==> src/hdl/gdsr_pkg.sv <==
// ----------------------------------------------------------------------------
// gdsr_pkg
// shared types, constants and report encoding for the gamepad debounce block
// ----------------------------------------------------------------------------
package gdsr_pkg;

  localparam int TICK_COUNT_WIDTH = 8;
  localparam int WORD_W           = 17;
  localparam int CFG_W            = 8;
  localparam int BTN_W            = 15;
  localparam int HAT_W            = 4;
  localparam int TRIG_W           = 7;
  localparam int IN_TDATA_W       = 24;
  localparam int OUT_TDATA_W      = 40;
  localparam int PADDR_W          = 3;

  localparam logic [CFG_W-1:0]  DEBOUNCE_RESET = 8'd20;
  localparam logic [TRIG_W-1:0] TRIGGER_ON     = 7'd127;
  localparam logic [TRIG_W-1:0] TRIGGER_OFF    = 7'd0;

  // register index taken from paddr[2]
  localparam logic REG_DEBOUNCE = 1'b0;

  // word bit positions
  localparam int W_UP    = 0;
  localparam int W_DOWN  = 1;
  localparam int W_LEFT  = 2;
  localparam int W_RIGHT = 3;
  localparam int W_LT    = 10;
  localparam int W_RT    = 11;

  localparam logic [HAT_W-1:0] HAT_CENTER     = 4'd0;
  localparam logic [HAT_W-1:0] HAT_UP         = 4'd1;
  localparam logic [HAT_W-1:0] HAT_UP_RIGHT   = 4'd2;
  localparam logic [HAT_W-1:0] HAT_RIGHT      = 4'd3;
  localparam logic [HAT_W-1:0] HAT_DOWN_RIGHT = 4'd4;
  localparam logic [HAT_W-1:0] HAT_DOWN       = 4'd5;
  localparam logic [HAT_W-1:0] HAT_DOWN_LEFT  = 4'd6;
  localparam logic [HAT_W-1:0] HAT_LEFT       = 4'd7;
  localparam logic [HAT_W-1:0] HAT_UP_LEFT    = 4'd8;

  localparam int BTN_MAP_N = 13;
  localparam int BTN_SRC [BTN_MAP_N] = '{5, 6, 4, 7, 8, 9, 10, 11, 12, 13, 16, 14, 15};
  localparam int BTN_DST [BTN_MAP_N] = '{0, 1, 4, 3, 6, 7, 8, 9, 10, 11, 12, 13, 14};

  typedef struct packed {
    logic              refresh_request;
    logic              host_suspended;
    logic              host_ready;
    logic [WORD_W-1:0] pressed_bits;
  } item_t;

  typedef struct packed {
    logic [TRIG_W-1:0] right_trigger;
    logic [TRIG_W-1:0] left_trigger;
    logic [HAT_W-1:0]  hat_code;
    logic [BTN_W-1:0]  button_field;
    logic              wake_request;
    logic              report_valid;
  } result_t;

  typedef struct packed {
    logic [BTN_W-1:0]  button_field;
    logic [HAT_W-1:0]  hat_code;
    logic [TRIG_W-1:0] left_trigger;
    logic [TRIG_W-1:0] right_trigger;
  } report_t;

  // debounce side to report side
  typedef struct packed {
    logic [WORD_W-1:0] stable_word;
    logic              send_try;
    logic              wake_request;
  } send_t;

  function automatic logic [BTN_W-1:0] buttons_of(input logic [WORD_W-1:0] w);
    logic [BTN_W-1:0] b;
    b = '0;
    for (int i = 0; i < BTN_MAP_N; i++) begin
      b[BTN_DST[i]] = w[BTN_SRC[i]];
    end
    return b;
  endfunction

  function automatic logic [HAT_W-1:0] hat_of(input logic [WORD_W-1:0] w);
    logic up;
    logic down;
    logic left;
    logic right;
    logic [HAT_W-1:0] h;
    up    = w[W_UP] & ~w[W_DOWN];
    down  = w[W_DOWN] & ~w[W_UP];
    left  = w[W_LEFT] & ~w[W_RIGHT];
    right = w[W_RIGHT] & ~w[W_LEFT];
    if (up && right) h = HAT_UP_RIGHT;
    else if (right && down) h = HAT_DOWN_RIGHT;
    else if (down && left) h = HAT_DOWN_LEFT;
    else if (left && up) h = HAT_UP_LEFT;
    else if (up) h = HAT_UP;
    else if (right) h = HAT_RIGHT;
    else if (down) h = HAT_DOWN;
    else if (left) h = HAT_LEFT;
    else h = HAT_CENTER;
    return h;
  endfunction

endpackage

==> src/hdl/gdsr_debounce.sv <==
// ----------------------------------------------------------------------------
// gdsr_debounce
// raw word tracking, stable tick count, adoption and send pending mark
// ----------------------------------------------------------------------------
module gdsr_debounce (
  input  logic                     clk,
  input  logic                     rst,
  input  logic                     advance,
  input  gdsr_pkg::item_t          item,
  input  logic [gdsr_pkg::CFG_W-1:0] debounce_ticks,
  output gdsr_pkg::send_t          send
);
  import gdsr_pkg::*;

  localparam int CMP_W = (TICK_COUNT_WIDTH > CFG_W) ? TICK_COUNT_WIDTH : CFG_W;
  localparam logic [TICK_COUNT_WIDTH-1:0] TICK_MAX = '1;

  logic [WORD_W-1:0]           raw_word;
  logic [WORD_W-1:0]           stable_word;
  logic [TICK_COUNT_WIDTH-1:0] stable_ticks;
  logic                        send_pending;

  logic [WORD_W-1:0]           stable_word_next;
  logic [TICK_COUNT_WIDTH-1:0] stable_ticks_next;
  logic                        send_pending_next;
  logic                        changed;
  logic                        adopt;
  logic                        pend_mid;

  always_comb begin
    changed = item.pressed_bits != raw_word;
    if (changed) stable_ticks_next = '0;
    else if (stable_ticks != TICK_MAX) stable_ticks_next = stable_ticks + 1'b1;
    else stable_ticks_next = stable_ticks;

    adopt = (CMP_W'(stable_ticks_next) >= CMP_W'(debounce_ticks)) &&
            (stable_word != item.pressed_bits);
    stable_word_next  = adopt ? item.pressed_bits : stable_word;
    pend_mid          = send_pending | item.refresh_request | adopt;
    send_pending_next = pend_mid & ~item.host_ready;

    send.stable_word  = stable_word_next;
    send.send_try     = pend_mid & item.host_ready;
    send.wake_request = adopt & item.host_suspended & (item.pressed_bits != '0);
  end

  always_ff @(posedge clk) begin
    if (rst) begin
      raw_word     <= '0;
      stable_word  <= '0;
      stable_ticks <= TICK_MAX;
      send_pending <= 1'b1;
    end else if (advance) begin
      raw_word     <= item.pressed_bits;
      stable_word  <= stable_word_next;
      stable_ticks <= stable_ticks_next;
      send_pending <= send_pending_next;
    end
  end

endmodule

==> src/hdl/gdsr_report.sv <==
// ----------------------------------------------------------------------------
// gdsr_report
// report encoding and suppression of unchanged reports
// ----------------------------------------------------------------------------
module gdsr_report (
  input  logic              clk,
  input  logic              rst,
  input  logic              advance,
  input  gdsr_pkg::send_t   send,
  output gdsr_pkg::result_t result
);
  import gdsr_pkg::*;

  report_t last_report;
  report_t rep;
  logic    fire;

  always_comb begin
    rep.button_field  = buttons_of(send.stable_word);
    rep.hat_code      = hat_of(send.stable_word);
    rep.left_trigger  = send.stable_word[W_LT] ? TRIGGER_ON : TRIGGER_OFF;
    rep.right_trigger = send.stable_word[W_RT] ? TRIGGER_ON : TRIGGER_OFF;
    fire = send.send_try && (rep != last_report);

    result.report_valid  = fire;
    result.wake_request  = send.wake_request;
    result.button_field  = fire ? rep.button_field : '0;
    result.hat_code      = fire ? rep.hat_code : HAT_CENTER;
    result.left_trigger  = fire ? rep.left_trigger : TRIGGER_OFF;
    result.right_trigger = fire ? rep.right_trigger : TRIGGER_OFF;
  end

  always_ff @(posedge clk) begin
    if (rst) begin
      last_report <= '0;
    end else if (advance && fire) begin
      last_report <= rep;
    end
  end

endmodule

==> src/hdl/gdsr_out_queue.sv <==
// ----------------------------------------------------------------------------
// gdsr_out_queue
// two-entry result buffer between the processing stage and the output
// ----------------------------------------------------------------------------
module gdsr_out_queue (
  input  logic              clk,
  input  logic              rst,
  input  logic              push,
  input  gdsr_pkg::result_t push_data,
  output logic              room,
  output logic              out_valid,
  input  logic              out_ready,
  output gdsr_pkg::result_t out_data,
  output logic [1:0]        count
);
  import gdsr_pkg::*;

  result_t entry0;
  result_t entry1;
  logic    pop;

  assign pop       = out_valid & out_ready;
  assign room      = count != 2'd2;
  assign out_valid = count != 2'd0;
  assign out_data  = entry0;

  always_ff @(posedge clk) begin
    if (rst) begin
      count <= 2'd0;
    end else begin
      case ({push, pop})
        2'b10: count <= count + 2'd1;
        2'b01: count <= count - 2'd1;
        default: count <= count;
      endcase
    end
  end

  always_ff @(posedge clk) begin
    case ({push, pop})
      2'b10: begin
        if (count == 2'd0) entry0 <= push_data;
        else entry1 <= push_data;
      end
      2'b01: begin
        entry0 <= entry1;
      end
      2'b11: begin
        if (count == 2'd1) begin
          entry0 <= push_data;
        end else begin
          entry0 <= entry1;
          entry1 <= push_data;
        end
      end
      default: begin
        entry0 <= entry0;
      end
    endcase
  end

endmodule

==> src/hdl/gamepad_debounce_socd_report_top.sv <==
// an accepted request is held in the input register; its result is pushed into
// the result buffer and driven on m_tdata from there
// throughput: one request per cycle while results are taken; a two-entry
// result buffer parts the output from the input register
// reset: debounce_ticks = 20, stable count saturated, send pending, last report 0
// ----------------------------------------------------------------------------
// gamepad_debounce_socd_report_top
// gamepad button debounce with opposing-direction hat resolution and report
// ----------------------------------------------------------------------------
module gamepad_debounce_socd_report_top (
  input  logic                                clk,
  input  logic                                rst,
  input  logic                                s_tvalid,
  output logic                                s_tready,
  // pressed_bits[16:0], host_ready[17], host_suspended[18], refresh_request[19]
  input  logic [gdsr_pkg::IN_TDATA_W-1:0]     s_tdata,
  output logic                                m_tvalid,
  input  logic                                m_tready,
  // report_valid[0], wake_request[1], button_field[16:2], hat_code[20:17],
  // left_trigger[27:21], right_trigger[34:28]
  output logic [gdsr_pkg::OUT_TDATA_W-1:0]    m_tdata,
  input  logic                                psel,
  input  logic                                penable,
  input  logic                                pwrite,
  input  logic [gdsr_pkg::PADDR_W-1:0]        paddr,
  input  logic [31:0]                         pwdata,
  output logic [31:0]                         prdata,
  output logic                                pready
);
  import gdsr_pkg::*;

  logic             [CFG_W-1:0] debounce_ticks;
  item_t            stage;
  logic             stage_valid;
  logic             advance;
  logic             room;
  logic [1:0]       out_count;
  send_t            send;
  result_t          result;
  result_t          out_data;

  assign pready = 1'b1;

  always_ff @(posedge clk) begin
    if (rst) begin
      debounce_ticks <= DEBOUNCE_RESET;
    end else if (psel && penable && pwrite && pready && (paddr[2] == REG_DEBOUNCE)) begin
      debounce_ticks <= pwdata[CFG_W-1:0];
    end
  end

  assign prdata = (paddr[2] == REG_DEBOUNCE) ? {{(32-CFG_W){1'b0}}, debounce_ticks} : 32'd0;

  assign advance  = stage_valid & room;
  assign s_tready = ~stage_valid | room;

  always_ff @(posedge clk) begin
    if (rst) begin
      stage_valid <= 1'b0;
    end else if (s_tready) begin
      stage_valid <= s_tvalid;
    end
  end

  always_ff @(posedge clk) begin
    if (s_tvalid && s_tready) begin
      stage <= s_tdata[$bits(item_t)-1:0];
    end
  end

  gdsr_debounce u_debounce (
    .clk            (clk),
    .rst            (rst),
    .advance        (advance),
    .item           (stage),
    .debounce_ticks (debounce_ticks),
    .send           (send)
  );

  gdsr_report u_report (
    .clk     (clk),
    .rst     (rst),
    .advance (advance),
    .send    (send),
    .result  (result)
  );

  gdsr_out_queue u_out_queue (
    .clk       (clk),
    .rst       (rst),
    .push      (advance),
    .push_data (result),
    .room      (room),
    .out_valid (m_tvalid),
    .out_ready (m_tready),
    .out_data  (out_data),
    .count     (out_count)
  );

  assign m_tdata = {{(OUT_TDATA_W-$bits(result_t)){1'b0}}, out_data};

  a_count_range: assert property (@(posedge clk) disable iff (rst)
    out_count != 2'd3) else $error("result buffer count out of range");

  a_no_push_full: assert property (@(posedge clk) disable iff (rst)
    out_count == 2'd2 |-> !advance) else $error("push into full result buffer");

  a_ready_after_reset: assert property (@(posedge clk)
    rst |=> s_tready) else $error("input not ready after reset");

  a_idle_fields_zero: assert property (@(posedge clk) disable iff (rst)
    m_tvalid && !m_tdata[0] |-> m_tdata[34:2] == 33'd0)
    else $error("report fields set without a report");

endmodule

==> config.mk <==
export PLATFORM = sky130hd
export DESIGN_NAME = gamepad_debounce_socd_report_top
export DESIGN_NICKNAME = d
export VERILOG_FILES = /design/src/hdl/gdsr_pkg.sv /design/src/hdl/gdsr_debounce.sv /design/src/hdl/gdsr_report.sv /design/src/hdl/gdsr_out_queue.sv /design/src/hdl/gamepad_debounce_socd_report_top.sv
export SDC_FILE = /design/constraint.sdc
export NUM_CORES = 1
export LEC_CHECK = 0
export ABC_AREA = 1
export CAP_MARGIN = 20
export CORE_MARGIN = 2
export CORE_UTILIZATION = 45
export DETAILED_ROUTE_END_ITERATION = 7
export DONT_BUFFER_PORTS = 1
export SYNTH_ARGS = -nofsm -noshare
export SYNTH_HDL_FRONTEND = slang
export SYNTH_SLANG_ARGS = --single-unit
==> constraint.sdc <==
create_clock -name clk -period 5.15 [get_ports clk]
set_input_delay 1.03 -clock clk [delete_from_list [all_inputs] [get_ports clk]]
set_output_delay 1.03 -clock clk [all_outputs]
set_load 0.03 [all_outputs]
==> Yosys cells after proc, flatten, opt, wreduce, memory -nomap -nowiden <==
Index checks and enable logic that the tools add are counted.
{ "totals": {"ff_bits": 175, "elab_cells": 107, "inputBits": 66, "output_inout_bits": 75} }
{ "op_classes": {"n_reduce_logical": 19, "n_mux": 25, "magnitude_cmp": 1, "n_eq_ne": 12, "addsub": 3, "bitwise_logic": 20} }
{ "op_table": {"columns": ["operator", "count"], "rows": [
  ["2-to-1 mux 35 bit", 4],
  ["case mux 35 bit (3 select lines)", 1],
  ["case mux 35 bit (2 select lines)", 1],
  ["!= test 17 bit", 2],
  ["2-to-1 mux 4 bit", 8],
  ["!= test 31 bit", 1],
  ["2-to-1 mux 7 bit", 4],
  ["2-to-1 mux 8 bit", 3],
  ["2-to-1 mux 17 bit", 1],
  ["nonzero test 17 bit", 1],
  ["2-to-1 mux 15 bit", 1],
  ["logical AND 1 bit", 11],
  ["AND 1 bit", 10],
  ["adder 8 x 1 -> 8 bit (second input constant)", 1],
  [">= comparator 8 bit", 1],
  ["!= test 8 bit (second input constant)", 1],
  ["NOT 1 bit", 7],
  ["!= test 2 bit (second input constant)", 3],
  ["nonzero test 2 bit", 3],
  ["equality test 2 x 1 -> 1 bit (second input constant)", 2],
  ["equality test 2 bit (second input constant)", 2],
  ["case mux 2 bit (2 select lines)", 1],
  ["2-to-1 mux 3 bit", 1],
  ["OR 1 bit", 3],
  ["other kinds (7)", 7]
]} }

==> Logic depth before layout (Yosys ltp) <==
Gate-level depths: netlist (run 1).
{ "logic_depth": {"depth_word": 21, "depth_mapped": 35, "ltp_nobuf": 33} }

==> Modules after synthesis <==
Synthesis (run 1) repeated with hierarchy kept, for this count alone.
{ "unflattened": {"cells_unflattened": 1079, "hier_area_um2": 8688.3} }
{ "modules_own_cells": {"columns": ["mod", "n_inst", "area_per_inst_um2", "cells_per_inst"], "rows": [
  ["gdsr_out_queue", 1, 2997.9, 228],
  ["gdsr_debounce", 1, 2899.0, 462],
  ["gdsr_report", 1, 1451.4, 259],
  ["gamepad_debounce_socd_report_top", 1, 1340.0, 130]
]} }

==> Worst setup path before layout (run 1) <==
Ideal clock, no wire load.
{ "synth_path": {"path_type": "register to register", "from": "reg stage[11] (netlist bit)", "to": "reg u_out_queue.entry0 (netlist bit u_out_queue.out_data[2]) (data pin)", "path_stages_with_launch": 31, "setup_ns": 0.253, "path_buffers": 2, "path_slack_ns": 1.070, "synth_period_minus_slack_ns": 4.080, "required_time_ns": 4.897, "arrival_ns": 3.827, "cell_sequence": "edfxtp_1 inv_1 or2_2 nand3_1 or4_1 nor3_1 nand2_1 inv_1 o21ai_0 a21oi_1 ha_1 a21oi_1 nor2_1 nor3_1 nand2_1 buf_2 nand3_1 nand2_1 nand2_2 inv_2 nand2_2 nand2_1 nand2_1 nand3_1 nor2_2 nand2_4 nand2_8 buf_12 nor2_4 nand2_1 nand2_1"} }
{ "synth_lines": {"columns": ["element", "line", "text"], "rows": [
  ["start: declaration", "gamepad_debounce_socd_report_top.sv:33", "item_t stage;"],
  ["start signal: assignment", "gamepad_debounce_socd_report_top.sv:67", "stage <= s_tdata[$bits(item_t)-1:0];"],
  ["end signal: assignment", "gdsr_out_queue.sv:42", "if (count == 2'd0) entry0 <= push_data;"],
  ["end signal: assignment", "gdsr_out_queue.sv:46", "entry0 <= entry1;"],
  ["end signal: assignment", "gdsr_out_queue.sv:50", "entry0 <= push_data;"],
  ["end: declaration", "gdsr_out_queue.sv:18", "result_t entry0;"]
]} }

==> Worst setup path in the final report (run 1) <==
{ "layout_path": {"from": "reg stage[11] (netlist bit)", "to": "reg u_report.last_report[16] (netlist bit)"} }
{ "layout_between": {"elab_chain_cells": 18, "word_cells_on_any_way": 33} }
{ "layout_lines": {"columns": ["element", "line", "text"], "rows": [
  ["!= test 17 bit *", "gdsr_debounce.sv:31", "changed = item.pressed_bits != raw_word;"],
  ["2-to-1 mux 8 bit *", "gdsr_debounce.sv:32", "if (changed) stable_ticks_next = '0;"],
  ["named net u_debounce.stable_ticks_next[5]", "gdsr_debounce.sv:24", "logic [TICK_COUNT_WIDTH-1:0] stable_ticks_next;"],
  [">= comparator 8 bit *", "gdsr_debounce.sv:36", "adopt = (CMP_W'(stable_ticks_next) >= CMP_W'(debounce_ticks)) &&"],
  ["logical AND 1 bit *", "gdsr_debounce.sv:36", null],
  ["2-to-1 mux 17 bit", "gdsr_debounce.sv:38", "stable_word_next = adopt ? item.pressed_bits : stable_word;"],
  ["NOT 1 bit", "gdsr_pkg.sv:93", "left = w[W_LEFT] & ~w[W_RIGHT];"],
  ["AND 1 bit", "gdsr_pkg.sv:93", null],
  ["[3 not listed]", null, null],
  ["2-to-1 mux 4 bit", "gdsr_pkg.sv:99", "else if (up) h = HAT_UP;"],
  ["2-to-1 mux 4 bit", "gdsr_pkg.sv:98", "else if (left && up) h = HAT_UP_LEFT;"],
  ["2-to-1 mux 4 bit", "gdsr_pkg.sv:97", "else if (down && left) h = HAT_DOWN_LEFT;"],
  ["2-to-1 mux 4 bit", "gdsr_pkg.sv:96", "else if (right && down) h = HAT_DOWN_RIGHT;"],
  ["2-to-1 mux 4 bit", "gdsr_pkg.sv:95", "if (up && right) h = HAT_UP_RIGHT;"],
  ["!= test 31 bit", "gdsr_report.sv:23", "fire = send.send_try && (rep != last_report);"],
  ["logical AND 1 bit", "gdsr_report.sv:23", null],
  ["logical AND 1 bit", "gdsr_report.sv:36", "end else if (advance && fire) begin"],
  ["end signal: assignment", "gdsr_report.sv:37", "last_report <= rep;"],
  ["end: declaration", "gdsr_report.sv:14", "report_t last_report;"]
]} }
The timed path passes the listed nets; every way through them passes the cells marked *.
A chain may end at the register's enable or synchronous reset.

==> results.cfg, run 1 <==
[status]
outcome = finished, final reports clean

[yosys]
number_of_different_library_cells_in_the_post_synthesis_netlist = 41
ys_top_cells_by_count = nand2_1 (231), inv_1 (119), dfxtp_1 (71)
synth.yosys.seq_area_share_pct = 44.9
yosys-top-cells-area = edfxtp_1 (25%), dfxtp_1 (20%), nand2_1 (12%)
netlist.area_leader.share_pct = 24.7
synth_enable_flop_cells = 58
post-synth-top-area-cell = edfxtp_1
synth_seq_cells = 129
async_reset_ff_share_pct = 0
yosys.area_share.adder_pct = 2.66
synth_top_family_by_area = simple AND/OR/NAND/NOR gates
synthMuxAreaShare_pct = 0
synth_area_per_cell_sq_um = 7.81
number_of_instances_in_the_synthesized_netlist = 902
synth_simple_gate_area_share_pct = 26.2
synthXorXnorAreaFrac_pct = 2.98
synth_warnings = 0
ys.flop_type = dfxtp_1
synth.cell_area_sq_um = 7040
post-synth-top-count-cell = nand2_1
share_of_the_synthesized_area_in_compound_gates_ao_oa_aoi_oai_pct = 8.76

[route]
dr_vias = 5329
drt_pre_antenna_iters = 5
vias_per_cell = 4.74
routedWlPerCell_microns = 13.2
detail_route.iter0.violations = 351
detail_route.drc_violations = 0
number_of_nets_still_failing_antenna_checks_after_routing = 0
detail_route.wirelength_microns = 14800

[job]
max-cap-violations = 0

[timing]
final_hold_violating_endpoints = 0
report.final.slew_viol_count = 0
period_needed_ns = 4.70
worst_slew_margin_rel_pct = 39.5
final.setup.tns_ns = 0
fin_worst_skew_ns = 0.00902
setup_viol_count_final = 0
max_freq_mhz = 213
min_period_over_period_pct = 91.3
holdWs_ns = 0.464
max_slew.worst_pin.slew_ns = 0.907
rsz0062_at_grt = false

[place]
gpl.final_weighted_congestion = 0.830
detailed_place_hpwl_microns = 10400
buffer_ports.inserted = 0

[power_and_ir_drop]
power.leakage_nw = 3.64
power_density_over_cell_area_nw_per_um2 = 456
vdd.ir_drop.worst_mv = 0.367

[clock_network]
ctsHoldBuffers = 0
cts_max_level = 4
clkLatencyLatePin_ns = 0.42
clkSlewWorstSetupHoldPaths_ns = 0.06
ctsRootBufferMaster = clkbuf_16
numCtsBuffers = 17
tritoncts = built
clock_tree.buffer_depth = 2
clock_sink_count = 129

[die]
die_height_microns = 129
rows = 45
die_width_microns = 129
floorplan.io_pins = 141
start_util_pct = 46.2
core_area_sq_um = 15300
dieArea_sq_um = 16700

[setup_path]
worst_ep_arrival_time_ns = 5.05
setup.worst_path.start_class = flip-flop
kind_of_end_point_of_the_critical_path = flip-flop
critical_path_peak_fanout = 18
timing.setup.critical_path_class = flip-flop to flip-flop
crit_required_ns = 5.50

[cells_and_area]
fillers = 1433
layout.nets = 981
layout-drive-gt1-share_pct = 11.4
area_delta_synth_final_pct = 10.6
insertedDiodeCount = 0

[global_route]
gr-total-overflow = 0
antenna_found_initial = 0
grtUsageTotal_pct = 19.1
pin_count_of_the_biggest_net_entering_global_routing = 80
grt_first_pass_wirelength_microns = 24600
via_count_of_the_first_global_routing_pass = 4867

[hold_path]
hp-class = flip-flop to flip-flop
-- path summary, 6_finish.rpt --
check | startpoint | end | slack (ns) | cells past startpoint
setup reg to reg | stage[11] | u_report.last_report[16] | 0.45 | 27
hold reg to reg | u_debounce.send_pending | u_debounce.send_pending | 0.46 | 2
hold / removal | u_debounce.send_pending | u_debounce.send_pending | 0.46 | 2
setup / recovery | stage[11] | u_report.last_report[16] | 0.45 | 27
-- metal layers --
metal | wire (microns) | global-route usage, %
met5 | 0 | 0
met4 | 207 | 7.35
met3 | 727 | 4.62
met2 | 6390 | 28.0
met1 | 7460 | 27.2
-- critical path: stages, from the launching register on --
cell and delay [ns]:
edfxtp_1 0.45, inv_1 0.14, or2_2 0.12, nand3_1 0.06
or4_1 0.53, nor3_4 0.18, nand2_2 0.13, inv_1 0.13
o21ai_0 0.09, a21oi_1 0.19, ha_1 0.28, a21oi_1 0.13
nor2_1 0.06, nor3_2 0.15, nand2_2 0.14, buf_4 0.23
nand3_1 0.10, nand2_1 0.14, nor2_4 0.17, nand2_2 0.07
nand2_1 0.09, xor2_1 0.17, nor2_2 0.07, nand2_4 0.19
nand3_4 0.27, nand2_1 0.15, inv_1 0.05, nor2_1 0.11
-- where the power goes --
part / total [mW] / leakage, nW / switching, mW / internal, mW
clock network: 1.24 / 0.283 / 0.440 / 0.800
registers: 1.50 / 1.15 / 0.214 / 1.28
logic: 0.815 / 2.21 / 0.567 / 0.248
-- per-stage QoR --
step | power (mW) | std cells | utilization [%] | setup WS, ns | instance area (sq um)
final | 3.55 | 1124 | 51.0 | 0.449 | 7790
after global routing | 3.76 | 1124 | 51.0 | 0.0247 | 7790
after CTS | 3.58 | 1121 | 50.6 | 0.188 | 7720
after detailed placement | 2.33 | 1089 | 46.7 | 0.197 | 7120
after global placement | 2.32 | 1089 | 46.7 | 0.233 | 7120
after floorplan | 2.20 | 932 | - | 1.07 | 7160
-- repair_timing --
action	in CTS	in global routing
resized for setup	0	7
hold endpoints to repair	0	0
setup endpoints to repair	0	53
buffers inserted	0	1
-- layout by cell type (no fill, tap or decap), drive strengths merged, types with 17 or more instances in the layout --
master	count
clkbuf	19
buf	25
edfxtp	58
dfxtp	71
inv	129
o211ai	17
nand2	246
a21oi	51
o21ai	39
nand3	64
nor2	73
conb	32
-- layout make-up --
type | count | area [sq um] | area share, %
clock buffers | 19 | 433 | 5.56
well taps | 211 | 264 | 3.39
repair buffers | 25 | 213 | 2.73
flip-flops and latches | 129 | 3160 | 40.6
clock inverters | 13 | 168 | 2.15
multi-input cells | 597 | 3060 | 39.3
inverters | 130 | 488 | 6.27
-- sequential cells by signal, indices dropped and copies added (netlist names), 2 cells and up --
name / count
u_debounce.raw_word: 17
u_debounce.stable_ticks: 8
u_report.last_report: 17
u_out_queue.entry1: 19
stage: 20
debounce_ticks: 8
u_debounce.stable_word: 17
u_out_queue.out_data: 19
u_out_queue.count: 2
-- cells by family (layout without fill, tap and decap cells) --
group / count (synthesis) / in the layout
adders and majority gates: 15 / 15
xor gates and xnor gates: 24 / 24
other: 2 / 32
DFF: 129 / 129
buffers and inverters: 208 / 187
and+or+nand+nor: 412 / 414
AOI/OAI and AO/OA: 112 / 112
No activity file was read; power rests on OpenSTA's default activity.
==> run 2, diff against run 1 <==
--- a/config.mk
+++ b/config.mk
@@ -9,8 +9,10 @@
 export CAP_MARGIN = 20
 export CORE_MARGIN = 2
 export CORE_UTILIZATION = 45
+export CTS_BUF_LIST = sky130_fd_sc_hd__clkbuf_4 sky130_fd_sc_hd__clkbuf_8
 export DETAILED_ROUTE_END_ITERATION = 7
 export DONT_BUFFER_PORTS = 1
 export SYNTH_ARGS = -nofsm -noshare
 export SYNTH_HDL_FRONTEND = slang
 export SYNTH_SLANG_ARGS = --single-unit
+export TNS_END_PERCENT = 1
==> run 2 against run 1 <==
  * Critical path depth rose by 3
  * Fmax rose by 1.1%
  * Combinational power rose by 0.7%
  * Wire length fell by 1.1%
  * Register-to-register slack improved by 0.05 ns
  * Clock power fell by 25%
  * Hold slack improved by 0.0015 ns
  * Worst setup slack improved by 0.051 ns
  * Via count fell by 0.39%
  * Global-route usage fell by 0.054 points
  * Utilization fell by 1.0 points
  * Count of clock-buffer cells in the layout did not move
  * Largest cell class unchanged
==> results.cfg, run 2 (synthesized netlist as in run 1, its figures left out) <==
[setup_path]
cp_slowest_stage_delay_ns = 0.53
regToRegSetupSlack_ns = 0.50
worst_ep_arrival_time_ns = 4.86
r2r_start = stage[11]
crit_required_ns = 5.36
crit_path_frequent_cell = nand2_1
worst_r2r_endpoint = u_out_queue.out_data[16]
critPathSlowestCell = or4_1
kind_of_end_point_of_the_critical_path = flip-flop
timing.setup.critical_path_class = flip-flop to flip-flop
depth_of_the_worst_register_to_register_path = 30
critical_path_peak_fanout = 18
setup.worst_path.start_class = flip-flop

[timing]
worst_slew_margin_rel_pct = 39.6
max_freq_mhz = 215
timing.final.ws_setup_ns = 0.499
period_needed_ns = 4.65
final_hold_violating_endpoints = 0
max_slew.worst_pin.slew_ns = 0.905
min_period_over_period_pct = 90.3
fin_worst_skew_ns = 0.0113
final.setup.tns_ns = 0
report.final.slew_viol_count = 0
rsz0062_at_grt = false
setup_viol_count_final = 0

[route]
detail_route.drc_violations = 0
number_of_nets_still_failing_antenna_checks_after_routing = 0
dr_vias = 5308
detail_route.wirelength_microns = 14600
drt_pre_antenna_iters = 5
detail_route.iter0.violations = 353
vias_per_cell = 4.71
routedWlPerCell_microns = 13.0

[power_and_ir_drop]
power_density_over_cell_area_nw_per_um2 = 426
vdd.ir_drop.worst_mv = 0.316
power.leakage_nw = 3.58

[clock_network]
clkSlewWorstSetupHoldPaths_ns = 0.08
ctsRootBufferMaster = clkbuf_8
cts_max_level = 4
clock_tree.buffer_depth = 2
clock_sink_count = 129
tritoncts = built
clkLatencyLatePin_ns = 0.46
numCtsBuffers = 17

[global_route]
via_count_of_the_first_global_routing_pass = 4824
grt_util_met2_pct = 27.5
grt_first_pass_wirelength_microns = 24500
gr-usage-met3_pct = 4.38
pin_count_of_the_biggest_net_entering_global_routing = 80
grtUsageTotal_pct = 19.0
grt-busiest-layer = met1
antenna_found_initial = 0
gr-total-overflow = 0
gr_met1_demand_resource_pct = 27.6

[die]
die_height_microns = 129
die_width_microns = 129
floorplan.io_pins = 141
dieArea_sq_um = 16700
start_util_pct = 46.2
core_area_sq_um = 15300
rows = 45

[hold_path]
hold_path_startpoint = u_debounce.send_pending
hp-class = flip-flop to flip-flop
min_to = u_debounce.send_pending
hold_path_depth = 2

[cells_and_area]
largest_register = stage
insertedDiodeCount = 0
layout-drive-gt1-share_pct = 11.9
area_delta_synth_final_pct = 8.28
final_cell_mix = nand2_1 (229), inv_1 (118), dfxtp_1 (71)
layout.nets = 983
largest_register_ffs = 20
mostFrequentLayoutCell = nand2_1

[job]
max-cap-violations = 0

[status]
outcome = finished, final reports clean

[place]
place_ws_ns = 0.197
buffer_ports.inserted = 0
detailed_place_hpwl_microns = 10400
gpl.final_weighted_congestion = 0.830
[run 2: worst max-delay path: cells and delay by family, from the launching register on]
kind | cells | cell delay (ns)
DFF | 1 | 0.46
adders and majority gates | 1 | 0.28
and+or+nand+nor | 22 | 2.63
buffers and inverters | 4 | 0.61
AOI/OAI and AO/OA | 3 | 0.41
[run 2: worst max-delay path by stage]
stage	from	end	slack [ns]	cells past startpoint
floorplan	stage[11]	u_out_queue.out_data[2]	1.07	30
global placement	stage[11]	u_out_queue.out_data[13]	0.23	30
detailed placement	stage[11]	u_out_queue.out_data[13]	0.20	30
CTS	stage[11]	u_out_queue.out_data[13]	0.19	30
global route	stage[11]	u_out_queue.out_data[17]	0.04	32
finish	stage[11]	u_out_queue.out_data[16]	0.50	30
[run 2: power breakdown]
group	switching, mW	leakage (nW)	internal [mW]
clock network	0.404	0.202	0.529
logic	0.563	2.23	0.258
registers	0.213	1.15	1.28
total	1.18	3.58	2.07
[run 2: cell type report]
type                       instances  area (sq um)
clock buffer                      19           249
clock inverter                    13           168
fill                            1462          7630
inverter                         130           488
multi-input combinational        595          3030
sequential                       129          3160
tap                              211           264
timing repair buffer              29           268
[run 2: routing by layer]
metal | wire [microns] | part of all wire (%)
met3 | 753 | 5.1
met5 | 0 | 0
met2 | 6280 | 43
met4 | 167 | 1.1
met1 | 7430 | 51
[run 2: stage by stage]
| step | cell area [sq um] | util [%] | hold slack (ns) | power (mW) | cells |
|---|---|---|---|---|---|
| final | 7630 | 50.0 | 0.465 | 3.25 | 1126 |
| after global placement | 7120 | 46.7 | 0.447 | 2.32 | 1089 |
| after global routing | 7630 | 50.0 | 0.495 | 3.46 | 1126 |
| after floorplan | 7160 | - | 0.442 | 2.20 | 932 |
| after detailed placement | 7120 | 46.7 | 0.453 | 2.33 | 1089 |
| after CTS | 7530 | 49.4 | 0.470 | 3.26 | 1121 |
[run 2: repair_timing]
action,4_1_cts,5_1_grt
endpoints found under the setup margin,0,53
setup buffers,0,5
hold buffers,0,0
resized for setup,0,7
